`src/rtl/pae_pkg.sv`:
```
`default_nettype none
package pae_pkg;

    localparam int WORD_W   = 32;
    localparam int MODE_W   = 3;
    localparam int POS_W    = 5;
    localparam int INDEX_W  = 4;
    localparam int STATUS_W = 3;

    typedef enum logic [MODE_W-1:0] {
        MD_APPEND = 3'd0,
        MD_INSERT = 3'd1,
        MD_DELETE = 3'd2,
        MD_REVERSE = 3'd3,
        MD_UPDATE = 3'd4
    } t_mode;

    typedef enum logic [STATUS_W-1:0] {
        ST_OK    = 3'd0,
        ST_MODE  = 3'd1,
        ST_POS   = 3'd2,
        ST_FULL  = 3'd3,
        ST_EMPTY = 3'd4
    } t_status;

    typedef enum logic [3:0] {
        S_IDLE,
        S_DEC,
        S_INS_RD,
        S_INS_WR,
        S_DEL_RD,
        S_DEL_WR,
        S_REV_RA,
        S_REV_RB,
        S_REV_WA,
        S_REV_WB,
        S_LIST,
        S_STAT
    } t_state;

    // memory address sources
    typedef enum logic [2:0] {
        AS_I,
        AS_IM1,
        AS_IP1,
        AS_J,
        AS_USED,
        AS_POS
    } t_asel;

    typedef enum logic [1:0] {
        DS_VAL,
        DS_RDATA,
        DS_HOLD
    } t_dsel;

    typedef enum logic [2:0] {
        PO_HOLD,
        PO_USED,
        PO_POS,
        PO_ZERO,
        PO_INC,
        PO_DEC
    } t_pop;

    typedef struct packed {
        logic    cap;
        logic    rd_en;
        t_asel   rd_sel;
        logic    wr_en;
        t_asel   wr_sel;
        t_dsel   wr_dsel;
        t_pop    i_op;
        logic    j_init;
        logic    j_dec;
        logic    hold_ld;
        logic    used_inc;
        logic    used_dec;
        logic    list_start;
        logic    list_run;
        logic    stat_ld;
        t_status stat_code;
    } t_cmd;

    typedef struct packed {
        logic [MODE_W-1:0] mode;
        logic full;
        logic empty;
        logic pos_gt_used;
        logic pos_ge_used;
        logic i_gt_pos;
        logic ip1_lt_used;
        logic i_lt_j;
        logic out_free;
        logic list_done;
    } t_sts;

endpackage
`default_nettype wire

```
`src/rtl/pae_ctrl.sv`:
```
`default_nettype none
module pae_ctrl
    import pae_pkg::*;
(
    input  wire logic i_clk,
    input  wire logic i_rst_n,
    input  wire logic i_valid,
    output logic      o_stall,
    input  wire t_sts i_sts,
    output t_cmd      o_cmd
);

    t_state  r_state, n_state;
    t_status r_code, n_code;

    always_ff @(posedge i_clk) begin
        if (!i_rst_n) begin
            r_state <= S_IDLE;
            r_code  <= ST_OK;
        end else begin
            r_state <= n_state;
            r_code  <= n_code;
        end
    end

    always_comb begin
        n_state          = r_state;
        n_code           = r_code;
        o_stall          = (r_state != S_IDLE);
        o_cmd.cap        = 1'b0;
        o_cmd.rd_en      = 1'b0;
        o_cmd.rd_sel     = AS_I;
        o_cmd.wr_en      = 1'b0;
        o_cmd.wr_sel     = AS_I;
        o_cmd.wr_dsel    = DS_VAL;
        o_cmd.i_op       = PO_HOLD;
        o_cmd.j_init     = 1'b0;
        o_cmd.j_dec      = 1'b0;
        o_cmd.hold_ld    = 1'b0;
        o_cmd.used_inc   = 1'b0;
        o_cmd.used_dec   = 1'b0;
        o_cmd.list_start = 1'b0;
        o_cmd.list_run   = 1'b0;
        o_cmd.stat_ld    = 1'b0;
        o_cmd.stat_code  = r_code;
        case (r_state)
            S_IDLE: begin
                if (i_valid) begin
                    o_cmd.cap = 1'b1;
                    n_state   = S_DEC;
                end
            end
            S_DEC: begin
                case (i_sts.mode)
                    MD_APPEND: begin
                        if (i_sts.full) begin
                            n_code  = ST_FULL;
                            n_state = S_STAT;
                        end else begin
                            o_cmd.wr_en    = 1'b1;
                            o_cmd.wr_sel   = AS_USED;
                            o_cmd.wr_dsel  = DS_VAL;
                            o_cmd.used_inc = 1'b1;
                            n_state        = S_IDLE;
                        end
                    end
                    MD_INSERT: begin
                        if (i_sts.full) begin
                            n_code  = ST_FULL;
                            n_state = S_STAT;
                        end else if (i_sts.pos_gt_used) begin
                            n_code  = ST_POS;
                            n_state = S_STAT;
                        end else begin
                            o_cmd.i_op = PO_USED;
                            n_state    = S_INS_RD;
                        end
                    end
                    MD_DELETE: begin
                        if (i_sts.empty) begin
                            n_code  = ST_EMPTY;
                            n_state = S_STAT;
                        end else if (i_sts.pos_ge_used) begin
                            n_code  = ST_POS;
                            n_state = S_STAT;
                        end else begin
                            o_cmd.i_op = PO_POS;
                            n_state    = S_DEL_RD;
                        end
                    end
                    MD_REVERSE: begin
                        if (i_sts.empty) begin
                            n_code  = ST_EMPTY;
                            n_state = S_STAT;
                        end else begin
                            o_cmd.i_op   = PO_ZERO;
                            o_cmd.j_init = 1'b1;
                            n_state      = S_REV_RA;
                        end
                    end
                    MD_UPDATE: begin
                        if (i_sts.empty) begin
                            n_code  = ST_EMPTY;
                            n_state = S_STAT;
                        end else if (i_sts.pos_ge_used) begin
                            n_code  = ST_POS;
                            n_state = S_STAT;
                        end else begin
                            o_cmd.wr_en      = 1'b1;
                            o_cmd.wr_sel     = AS_POS;
                            o_cmd.wr_dsel    = DS_VAL;
                            o_cmd.list_start = 1'b1;
                            n_state          = S_LIST;
                        end
                    end
                    default: begin
                        n_code  = ST_MODE;
                        n_state = S_STAT;
                    end
                endcase
            end
            S_INS_RD: begin
                if (i_sts.i_gt_pos) begin
                    o_cmd.rd_en  = 1'b1;
                    o_cmd.rd_sel = AS_IM1;
                    n_state      = S_INS_WR;
                end else begin
                    o_cmd.wr_en      = 1'b1;
                    o_cmd.wr_sel     = AS_POS;
                    o_cmd.wr_dsel    = DS_VAL;
                    o_cmd.used_inc   = 1'b1;
                    o_cmd.list_start = 1'b1;
                    n_state          = S_LIST;
                end
            end
            S_INS_WR: begin
                o_cmd.wr_en   = 1'b1;
                o_cmd.wr_sel  = AS_I;
                o_cmd.wr_dsel = DS_RDATA;
                o_cmd.i_op    = PO_DEC;
                n_state       = S_INS_RD;
            end
            S_DEL_RD: begin
                if (i_sts.ip1_lt_used) begin
                    o_cmd.rd_en  = 1'b1;
                    o_cmd.rd_sel = AS_IP1;
                    n_state      = S_DEL_WR;
                end else begin
                    o_cmd.used_dec   = 1'b1;
                    o_cmd.list_start = 1'b1;
                    n_state          = S_LIST;
                end
            end
            S_DEL_WR: begin
                o_cmd.wr_en   = 1'b1;
                o_cmd.wr_sel  = AS_I;
                o_cmd.wr_dsel = DS_RDATA;
                o_cmd.i_op    = PO_INC;
                n_state       = S_DEL_RD;
            end
            S_REV_RA: begin
                if (i_sts.i_lt_j) begin
                    o_cmd.rd_en  = 1'b1;
                    o_cmd.rd_sel = AS_I;
                    n_state      = S_REV_RB;
                end else begin
                    o_cmd.list_start = 1'b1;
                    n_state          = S_LIST;
                end
            end
            S_REV_RB: begin
                // keep the low word while the high one is read
                o_cmd.rd_en   = 1'b1;
                o_cmd.rd_sel  = AS_J;
                o_cmd.hold_ld = 1'b1;
                n_state       = S_REV_WA;
            end
            S_REV_WA: begin
                o_cmd.wr_en   = 1'b1;
                o_cmd.wr_sel  = AS_I;
                o_cmd.wr_dsel = DS_RDATA;
                n_state       = S_REV_WB;
            end
            S_REV_WB: begin
                o_cmd.wr_en   = 1'b1;
                o_cmd.wr_sel  = AS_J;
                o_cmd.wr_dsel = DS_HOLD;
                o_cmd.i_op    = PO_INC;
                o_cmd.j_dec   = 1'b1;
                n_state       = S_REV_RA;
            end
            S_LIST: begin
                o_cmd.list_run = 1'b1;
                if (i_sts.list_done) begin
                    n_state = S_IDLE;
                end
            end
            S_STAT: begin
                if (i_sts.out_free) begin
                    o_cmd.stat_ld = 1'b1;
                    n_state       = S_IDLE;
                end
            end
            default: begin
                n_state = S_IDLE;
            end
        endcase
    end

endmodule
`default_nettype wire

```
`src/rtl/pae_datapath.sv`:
```
`default_nettype none
module pae_datapath
    import pae_pkg::*;
#(
    parameter int CAPACITY = 16
) (
    input  wire logic                       i_clk,
    input  wire logic                       i_rst_n,
    input  wire t_cmd                       i_cmd,
    output t_sts                            o_sts,
    input  wire logic [MODE_W-1:0]          i_mode,
    input  wire logic [POS_W-1:0]           i_position,
    input  wire logic signed [WORD_W-1:0]   i_value,
    output logic                            o_valid,
    input  wire logic                       i_stall,
    output logic [INDEX_W-1:0]              o_index,
    output logic signed [WORD_W-1:0]        o_element,
    output logic                            o_last,
    output logic [STATUS_W-1:0]             o_status
);

    localparam int CNT_W = $clog2(CAPACITY + 1);
    localparam int AW    = (CAPACITY > 1) ? $clog2(CAPACITY) : 1;
    localparam int CW    = (CNT_W > POS_W) ? CNT_W : POS_W;
    localparam int LW    = (CNT_W > INDEX_W) ? CNT_W : INDEX_W;

    logic [WORD_W-1:0] r_mem [CAPACITY];
    logic [WORD_W-1:0] r_rdata;
    logic [WORD_W-1:0] r_hold;
    logic [WORD_W-1:0] r_val;
    logic [MODE_W-1:0] r_mode;
    logic [POS_W-1:0]  r_pos;
    logic [CNT_W-1:0]  r_used;
    logic [CNT_W-1:0]  r_i;
    logic [CNT_W-1:0]  r_j;
    logic [CNT_W-1:0]  r_cur;
    logic [CNT_W-1:0]  r_pend_idx;
    logic              r_pend;
    logic              r_ovalid;
    logic [INDEX_W-1:0]  r_oindex;
    logic [WORD_W-1:0]   r_oelem;
    logic                r_olast;
    logic [STATUS_W-1:0] r_ostatus;

    logic [CW-1:0]    pos_ext;
    logic [CW-1:0]    used_ext;
    logic [CW-1:0]    i_ext;
    logic [CNT_W-1:0] i_m1;
    logic [CNT_W-1:0] i_p1;
    logic [LW-1:0]    pend_ext;
    logic [AW-1:0]    rd_addr;
    logic [AW-1:0]    wr_addr;
    logic [WORD_W-1:0] wr_data;
    logic             can_load;
    logic             list_load;
    logic             list_issue;
    logic             more;
    logic             rd_en;

    assign pos_ext  = CW'(r_pos);
    assign used_ext = CW'(r_used);
    assign i_ext    = CW'(r_i);
    assign i_m1     = r_i - 1'b1;
    assign i_p1     = r_i + 1'b1;
    assign pend_ext = LW'(r_pend_idx);

    function automatic logic [AW-1:0] sel_addr(
        input t_asel            sel,
        input logic [CNT_W-1:0] i_v,
        input logic [CNT_W-1:0] im1,
        input logic [CNT_W-1:0] ip1,
        input logic [CNT_W-1:0] j_v,
        input logic [CNT_W-1:0] used,
        input logic [CW-1:0]    pos
    );
        logic [AW-1:0] a;
        case (sel)
            AS_I:    a = i_v[AW-1:0];
            AS_IM1:  a = im1[AW-1:0];
            AS_IP1:  a = ip1[AW-1:0];
            AS_J:    a = j_v[AW-1:0];
            AS_USED: a = used[AW-1:0];
            AS_POS:  a = pos[AW-1:0];
            default: a = i_v[AW-1:0];
        endcase
        return a;
    endfunction

    // listing stream: one read in flight, output register as the sink
    assign can_load   = !r_ovalid || !i_stall;
    assign list_load  = i_cmd.list_run && r_pend && can_load;
    assign more       = (r_cur < r_used);
    assign list_issue = i_cmd.list_run && more && (!r_pend || list_load);
    assign rd_en      = i_cmd.rd_en || list_issue;

    always_comb begin
        if (i_cmd.list_run) begin
            rd_addr = r_cur[AW-1:0];
        end else begin
            rd_addr = sel_addr(i_cmd.rd_sel, r_i, i_m1, i_p1, r_j, r_used, pos_ext);
        end
        wr_addr = sel_addr(i_cmd.wr_sel, r_i, i_m1, i_p1, r_j, r_used, pos_ext);
        case (i_cmd.wr_dsel)
            DS_VAL:   wr_data = r_val;
            DS_RDATA: wr_data = r_rdata;
            DS_HOLD:  wr_data = r_hold;
            default:  wr_data = r_val;
        endcase
    end

    always_ff @(posedge i_clk) begin
        if (i_cmd.wr_en) begin
            r_mem[wr_addr] <= wr_data;
        end
        if (rd_en) begin
            r_rdata <= r_mem[rd_addr];
        end
    end

    always_ff @(posedge i_clk) begin
        if (i_cmd.cap) begin
            r_mode <= i_mode;
            r_pos  <= i_position;
            r_val  <= i_value;
        end
        if (i_cmd.hold_ld) begin
            r_hold <= r_rdata;
        end
        case (i_cmd.i_op)
            PO_USED: r_i <= r_used;
            PO_POS:  r_i <= pos_ext[CNT_W-1:0];
            PO_ZERO: r_i <= '0;
            PO_INC:  r_i <= i_p1;
            PO_DEC:  r_i <= i_m1;
            default: r_i <= r_i;
        endcase
        if (i_cmd.j_init) begin
            r_j <= r_used - 1'b1;
        end else if (i_cmd.j_dec) begin
            r_j <= r_j - 1'b1;
        end
        if (list_issue) begin
            r_pend_idx <= r_cur;
        end
    end

    always_ff @(posedge i_clk) begin
        if (!i_rst_n) begin
            r_used <= '0;
            r_cur  <= '0;
            r_pend <= 1'b0;
        end else begin
            if (i_cmd.used_inc) begin
                r_used <= r_used + 1'b1;
            end else if (i_cmd.used_dec) begin
                r_used <= r_used - 1'b1;
            end
            if (i_cmd.list_start) begin
                r_cur  <= '0;
                r_pend <= 1'b0;
            end else begin
                if (list_issue) begin
                    r_cur <= r_cur + 1'b1;
                end
                if (list_issue) begin
                    r_pend <= 1'b1;
                end else if (list_load) begin
                    r_pend <= 1'b0;
                end
            end
        end
    end

    // output register
    always_ff @(posedge i_clk) begin
        if (!i_rst_n) begin
            r_ovalid <= 1'b0;
        end else if (list_load || i_cmd.stat_ld) begin
            r_ovalid <= 1'b1;
        end else if (!i_stall) begin
            r_ovalid <= 1'b0;
        end
    end

    always_ff @(posedge i_clk) begin
        if (list_load) begin
            r_oindex  <= pend_ext[INDEX_W-1:0];
            r_oelem   <= r_rdata;
            r_olast   <= (CNT_W'(r_pend_idx + 1'b1) == r_used);
            r_ostatus <= ST_OK;
        end else if (i_cmd.stat_ld) begin
            r_oindex  <= '0;
            r_oelem   <= '0;
            r_olast   <= 1'b1;
            r_ostatus <= i_cmd.stat_code;
        end
    end

    assign o_valid   = r_ovalid;
    assign o_index   = r_oindex;
    assign o_element = r_oelem;
    assign o_last    = r_olast;
    assign o_status  = r_ostatus;

    always_comb begin
        o_sts.mode        = r_mode;
        o_sts.full        = (r_used >= CNT_W'(CAPACITY));
        o_sts.empty       = (r_used == '0);
        o_sts.pos_gt_used = (pos_ext > used_ext);
        o_sts.pos_ge_used = (pos_ext >= used_ext);
        o_sts.i_gt_pos    = (i_ext > pos_ext);
        o_sts.ip1_lt_used = (i_p1 < r_used);
        o_sts.i_lt_j      = (r_i < r_j);
        o_sts.out_free    = can_load;
        o_sts.list_done   = i_cmd.list_run && !more && !r_pend;
    end

endmodule
`default_nettype wire

```
`src/rtl/positional_array_edit_engine_core.sv`:
```
// positional array edit engine
// input channel: i_valid / o_stall with i_mode, i_position, i_value; a beat is
// taken when i_valid is high and o_stall is low. one edit is worked at a time,
// o_stall stays high from the accepted beat until the edit has finished.
// output channel: o_valid / i_stall with o_index, o_element, o_last, o_status.
// insert, delete, reverse and update list the whole used array, one beat per
// word, o_last on the final one. append gives no beat. a rejected edit gives a
// single status beat with index and element at zero and o_last set.
// an insert or delete shifts the word memory one word at a time, a read then a
// write per moved word; a reverse swaps pairs with two reads then two writes.
// the listing then streams one beat per cycle, while the receiver does not
// stall, from the memory's single read port.
// when the receiver stalls, the output register holds its beat and the listing
// pauses with it; nothing is dropped.
// reset clears the word count and all control; the word store itself is not
// cleared, and only entries below the count are ever read.
`default_nettype none
module positional_array_edit_engine_core
    import pae_pkg::*;
#(
    parameter int CAPACITY = 16
) (
    input  wire logic                     i_clk,
    input  wire logic                     i_rst_n,
    input  wire logic                     i_valid,
    output logic                          o_stall,
    input  wire logic [MODE_W-1:0]        i_mode,
    input  wire logic [POS_W-1:0]         i_position,
    input  wire logic signed [WORD_W-1:0] i_value,
    output logic                          o_valid,
    input  wire logic                     i_stall,
    output logic [INDEX_W-1:0]            o_index,
    output logic signed [WORD_W-1:0]      o_element,
    output logic                          o_last,
    output logic [STATUS_W-1:0]           o_status
);

    t_cmd cmd;
    t_sts sts;

    pae_ctrl u_ctrl (
        .i_clk   (i_clk),
        .i_rst_n (i_rst_n),
        .i_valid (i_valid),
        .o_stall (o_stall),
        .i_sts   (sts),
        .o_cmd   (cmd)
    );

    pae_datapath #(
        .CAPACITY (CAPACITY)
    ) u_datapath (
        .i_clk      (i_clk),
        .i_rst_n    (i_rst_n),
        .i_cmd      (cmd),
        .o_sts      (sts),
        .i_mode     (i_mode),
        .i_position (i_position),
        .i_value    (i_value),
        .o_valid    (o_valid),
        .i_stall    (i_stall),
        .o_index    (o_index),
        .o_element  (o_element),
        .o_last     (o_last),
        .o_status   (o_status)
    );

endmodule
`default_nettype wire
```
`config.mk`:
```
export PLATFORM = sky130hd
export DESIGN_NAME = positional_array_edit_engine_core
export DESIGN_NICKNAME = d
export VERILOG_FILES = /design/src/rtl/pae_pkg.sv /design/src/rtl/pae_ctrl.sv /design/src/rtl/pae_datapath.sv /design/src/rtl/positional_array_edit_engine_core.sv
export SDC_FILE = /design/constraint.sdc
export NUM_CORES = 1
export LEC_CHECK = 0
export BUFFER_PORTS_ARGS = -buffer_cell sky130_fd_sc_hd__buf_2
export CAP_MARGIN = 0
export CORE_ASPECT_RATIO = 0.6
export CORE_MARGIN = 1.5
export CORE_UTILIZATION = 35
export CTS_CLUSTER_DIAMETER = 200
export DETAILED_ROUTE_END_ITERATION = 16
export PLACE_DENSITY = 0.55
export SLEW_MARGIN = 40
export SYNTH_ARGS = -nofsm -noshare
export SYNTH_HDL_FRONTEND = slang
export SYNTH_HIERARCHICAL = 1
export SYNTH_SLANG_ARGS = --single-unit
```
`constraint.sdc`:
```
create_clock -name i_clk -period 6 [get_ports i_clk]
set_clock_uncertainty 0.2 [all_clocks]
set_input_delay 0.9 -clock i_clk [delete_from_list [all_inputs] [get_ports i_clk]]
set_output_delay 0.9 -clock i_clk [all_outputs]
set_load 0.01 [all_outputs]
```
==> qor.yml <==
sta:
  final.setup.tns_ns: 0
  report.final.slew_viol_count: 0
  hold_viol_final: 0
  unrepaired_setup_endpoints_after_global_routing: "no"
  max_clock_freq_ghz: 0.182
  slew-limit-headroom_pct: 43.7
  timing.final.crit_share_pct: 91.5
  tightest_slew_ns: 0.838
  time_the_worst_path_needs_with_i_o_delays_and_setup_ns: 5.49
  number_of_endpoints_failing_setup_at_the_final_stage: 0
global_route:
  grt_util_all_layers_pct: 18.9
  first_pass_grt_wire_length_mm: 117
  number_of_antenna_violations_at_the_first_check_in_global_routing: 1
  grt-ovfl-total: 0
  number_of_global_route_vias_before_repair: 17500
  grt_start_max_net_pins: 109
route:
  num_vias: 18000
  wl_per_cell_um: 24.5
  drt_first_pass_iters: 6
  post-route-drc-count: 0
  first_iter_violations: 1878
  viasPerCell: 5.53
  wl_mm: 79.6
  drtAntennaViolNets: 0
clock_tree:
  tritoncts.num_buffers: 68
  count_of_instances_resized_after_the_clock_tree_is_built: 0
  clkLatencyLatePin_ns: 0.63
  tritoncts_clock_tree: "built"
  hold_buf_cts: 0
  clock-root-buffer: "clkbuf_16"
  clk_transition_reported_paths_ns: 0.07
  cts_sinks: 690
  clock_tree.htree_level_count: 3
  clock_path_buffers: 3
  cts.repair_timing.setup_buffer_count: 0
cells_and_area:
  design.final.nets: 2197
  mostFrequentLayoutCell: "edfxtp_1"
  drive_gt1_share_pct: 15.7
  finalCoreUtilization_pct: 41.0
  diodes: 0
  layout_common_cells: "edfxtp_1 (668), nand2_1 (228), a21oi_1 (133)"
  areaGrowthSynthToFinish_pct: 16.2
floorplanning:
  pin_count: 86
  rows: 81
  area_enclosed_by_the_die_boundary_mm2: 0.0839
  initial_core_util_pct: 35.3
  floorplan.core_area_mm2: 0.0814
  dieHeight_um: 225
  die_x_um: 373
synthesis:
  combinational_family_with_the_most_area_after_synthesis: "compound AO/OA/AOI/OAI gates"
  postSynthNetCount: 2074
  ys.flop_type: "edfxtp_1"
  netlist_area_mm2: 0.0287
  ys_ff_latch: 690
  synth-warning-count: 6
  synth_compound_area_share_pct: 11.1
  synth_xor_xnor_area_share_pct: 0.793
  synthesis.instances: 1998
  synth_simple_gate_area_share_pct: 8.74
  avg_cell_area_syn_um2: 14.4
  count_of_flip_flops_with_a_built_in_enable_after_synthesis: 668
  muxShareOfSynthArea_pct: 3.88
  async_reset_ff_share_pct: 0
  adder_cell_area_share_of_the_yosys_netlist_pct: 1.39
  yosys.cell_types.count: 74
  synth_seq_area_share_pct: 71.4
critical_path:
  setup.reg_to_reg.worst_slack_ns: 0.51
  highest_cell_delay_on_the_worst_timing_path_ns: 0.65
  timing.critical_path.to_type: "flop"
  cp.required_ns: 6.16
  crit_fanout: 15
  critical_path.slowest_cell: "edfxtp_1"
  critical_path_start_end_classification: "flop to flop"
  list_of_cells_traversed_by_the_critical_path: "inv_1 > ha_1 > ha_1 > a21oi_1 > nor2b_1 > o21ai_0 > nand2b_1 > a21oi_1 > nand3_1 > a21oi_1 > buf_4 > nor2b_1 > o2bb2ai_1 > a21oi_1 > o211a_1 > nand2_1 > buf_12 > a311oi_1 > or4_1"
  crit_path_frequent_cell: "a21oi_1"
  start_kind: "flop"
  crit_arrival_ns: 5.64
pwr:
  peakVddDrop_v: 0.000271
  design_power_total_mw: 17.0
  power_leakage_nw: 11.2
  power.density_mw_per_mm2: 509
placement:
  gpl.final_weighted_congestion: 0.874
  place.detailed.hpwl_mm: 44.3
  buffer_ports.inserted: 85
run:
  maxCapViolCount: 0
outcome:
  outcome: "finished clean"
worst_hold_path:
  worst_hold_path_type: "primary input to flop"
final cells by class:
class / count / area (µm²)
Multi-Input combinational cell: 1134 / 7630
Fill cell: 7417 / 48000
Timing Repair Buffer: 192 / 1580
Clock inverter: 38 / 355
Tap cell: 1079 / 1350
Sequential cell: 690 / 20500
Inverter: 35 / 131
Clock buffer: 85 / 1830
routing by layer:
metal | track usage [%] | wire length, µm
met1 | 28.2 | 37600
met2 | 27.9 | 34500
met5 | 0 | 0
met3 | 3.72 | 5680
met4 | 4.87 | 1720
Yosys cell counts, types with 3 or more instances:
master | instances | area share (%)
o21a_1 | 4 | 0.10
a21o_1 | 4 | 0.10
o221a_2 | 3 | 0.12
a22oi_1 | 35 | 0.91
inv_1 | 35 | 0.46
nor4b_1 | 4 | 0.12
dfxtp_1 | 22 | 1.5
and3_1 | 37 | 0.81
nor2b_1 | 14 | 0.30
xor2_1 | 9 | 0.27
and2_1 | 42 | 0.91
a31oi_1 | 6 | 0.13
buf_1 | 7 | 0.091
o22ai_1 | 4 | 0.087
xnor2_1 | 17 | 0.52
nor3b_1 | 6 | 0.16
a32o_1 | 3 | 0.10
nand3_1 | 14 | 0.24
buf_6 | 8 | 0.31
mux2i_1 | 109 | 3.8
a311oi_1 | 32 | 0.98
edfxtp_1 | 668 | 70
a21oi_1 | 133 | 2.3
or4_1 | 32 | 0.84
nor3_1 | 15 | 0.26
buf_2 | 25 | 0.44
nand2_1 | 229 | 3.0
nand4_1 | 3 | 0.065
or2_2 | 5 | 0.11
nand2b_1 | 25 | 0.54
buf_4 | 7 | 0.18
ha_1 | 32 | 1.4
o41ai_1 | 3 | 0.091
a211oi_1 | 39 | 1.0
clkbuf_1 | 91 | 1.2
o21ai_0 | 62 | 1.1
a21boi_0 | 3 | 0.078
nand3b_1 | 6 | 0.16
nor2_1 | 59 | 0.77
a221oi_1 | 99 | 3.0
o211ai_1 | 3 | 0.078
cells by family after synthesis:
kind of cell | Yosys count
multiplexers | 111
AO/OA/AOI/OAI | 460
flip-flops | 690
XOR/XNOR | 26
AND/OR/NAND/NOR | 504
adder cells (fa/ha/maj) | 32
other | 1
buffers and inverters | 174
registers in the layout, summed over array words and instances (netlist names), 4 cells and up:
name                  cells
u_datapath/pend_ext       5
u_datapath/o_index        4
u_datapath/o_element     32
u_datapath/r_j            5
u_datapath/i_ext          5
u_datapath/r_mem        512
u_datapath/r_hold        32
u_datapath/r_rdata       32
u_ctrl/r_state            4
u_datapath/r_cur          5
u_datapath/r_val         32
u_datapath/r_used         5
u_datapath/pos_ext        5
worst max-delay path: cells and delay by family, from the launching register on:
family	cells	cell delay, ns
AO/OA/AOI/OAI	8	1.52
adder cells (fa/ha/maj)	2	0.73
buffers and inverters	3	0.63
flip-flops	1	0.65
AND/OR/NAND/NOR	6	1.45
metrics by stage:
step	hold WS (ns)	instances	instance area (µm²)	worst slack [ns]
4_1_cts	0.211	3253	33400	0.632
5_1_grt	0.205	3253	33400	0.235
2_1_floorplan	0.234	1998	28700	0.162
3_3_place_gp	0.253	3130	31200	0.766
3_5_place_dp	0.267	3130	31200	0.664
6_report	0.243	3253	33400	0.513
path summary, 6_finish.rpt:
check                                  startpoint                              end  cells after the start
setup / recovery    u_datapath/i_ext[0]$_DFFE_PP_  u_datapath/r_rdata[6]$_DFFE_PP_                     19
hold / removal                        i_value[10]   u_datapath/r_val[10]$_DFFE_PP_                      1
setup reg to reg    u_datapath/i_ext[0]$_DFFE_PP_  u_datapath/r_rdata[6]$_DFFE_PP_                     19
hold reg to reg   u_datapath/r_rdata[7]$_DFFE_PP_   u_datapath/r_hold[7]$_DFFE_PP_                      0
power breakdown:
group	internal (mW)	switching (mW)	leakage (nW)
Sequential	6.74	0.308	6.18
Clock	2.40	1.85	1.07
Combinational	1.81	3.88	3.94
Total	11.0	6.03	11.2
No activity file was read; power rests on OpenSTA's default activity.
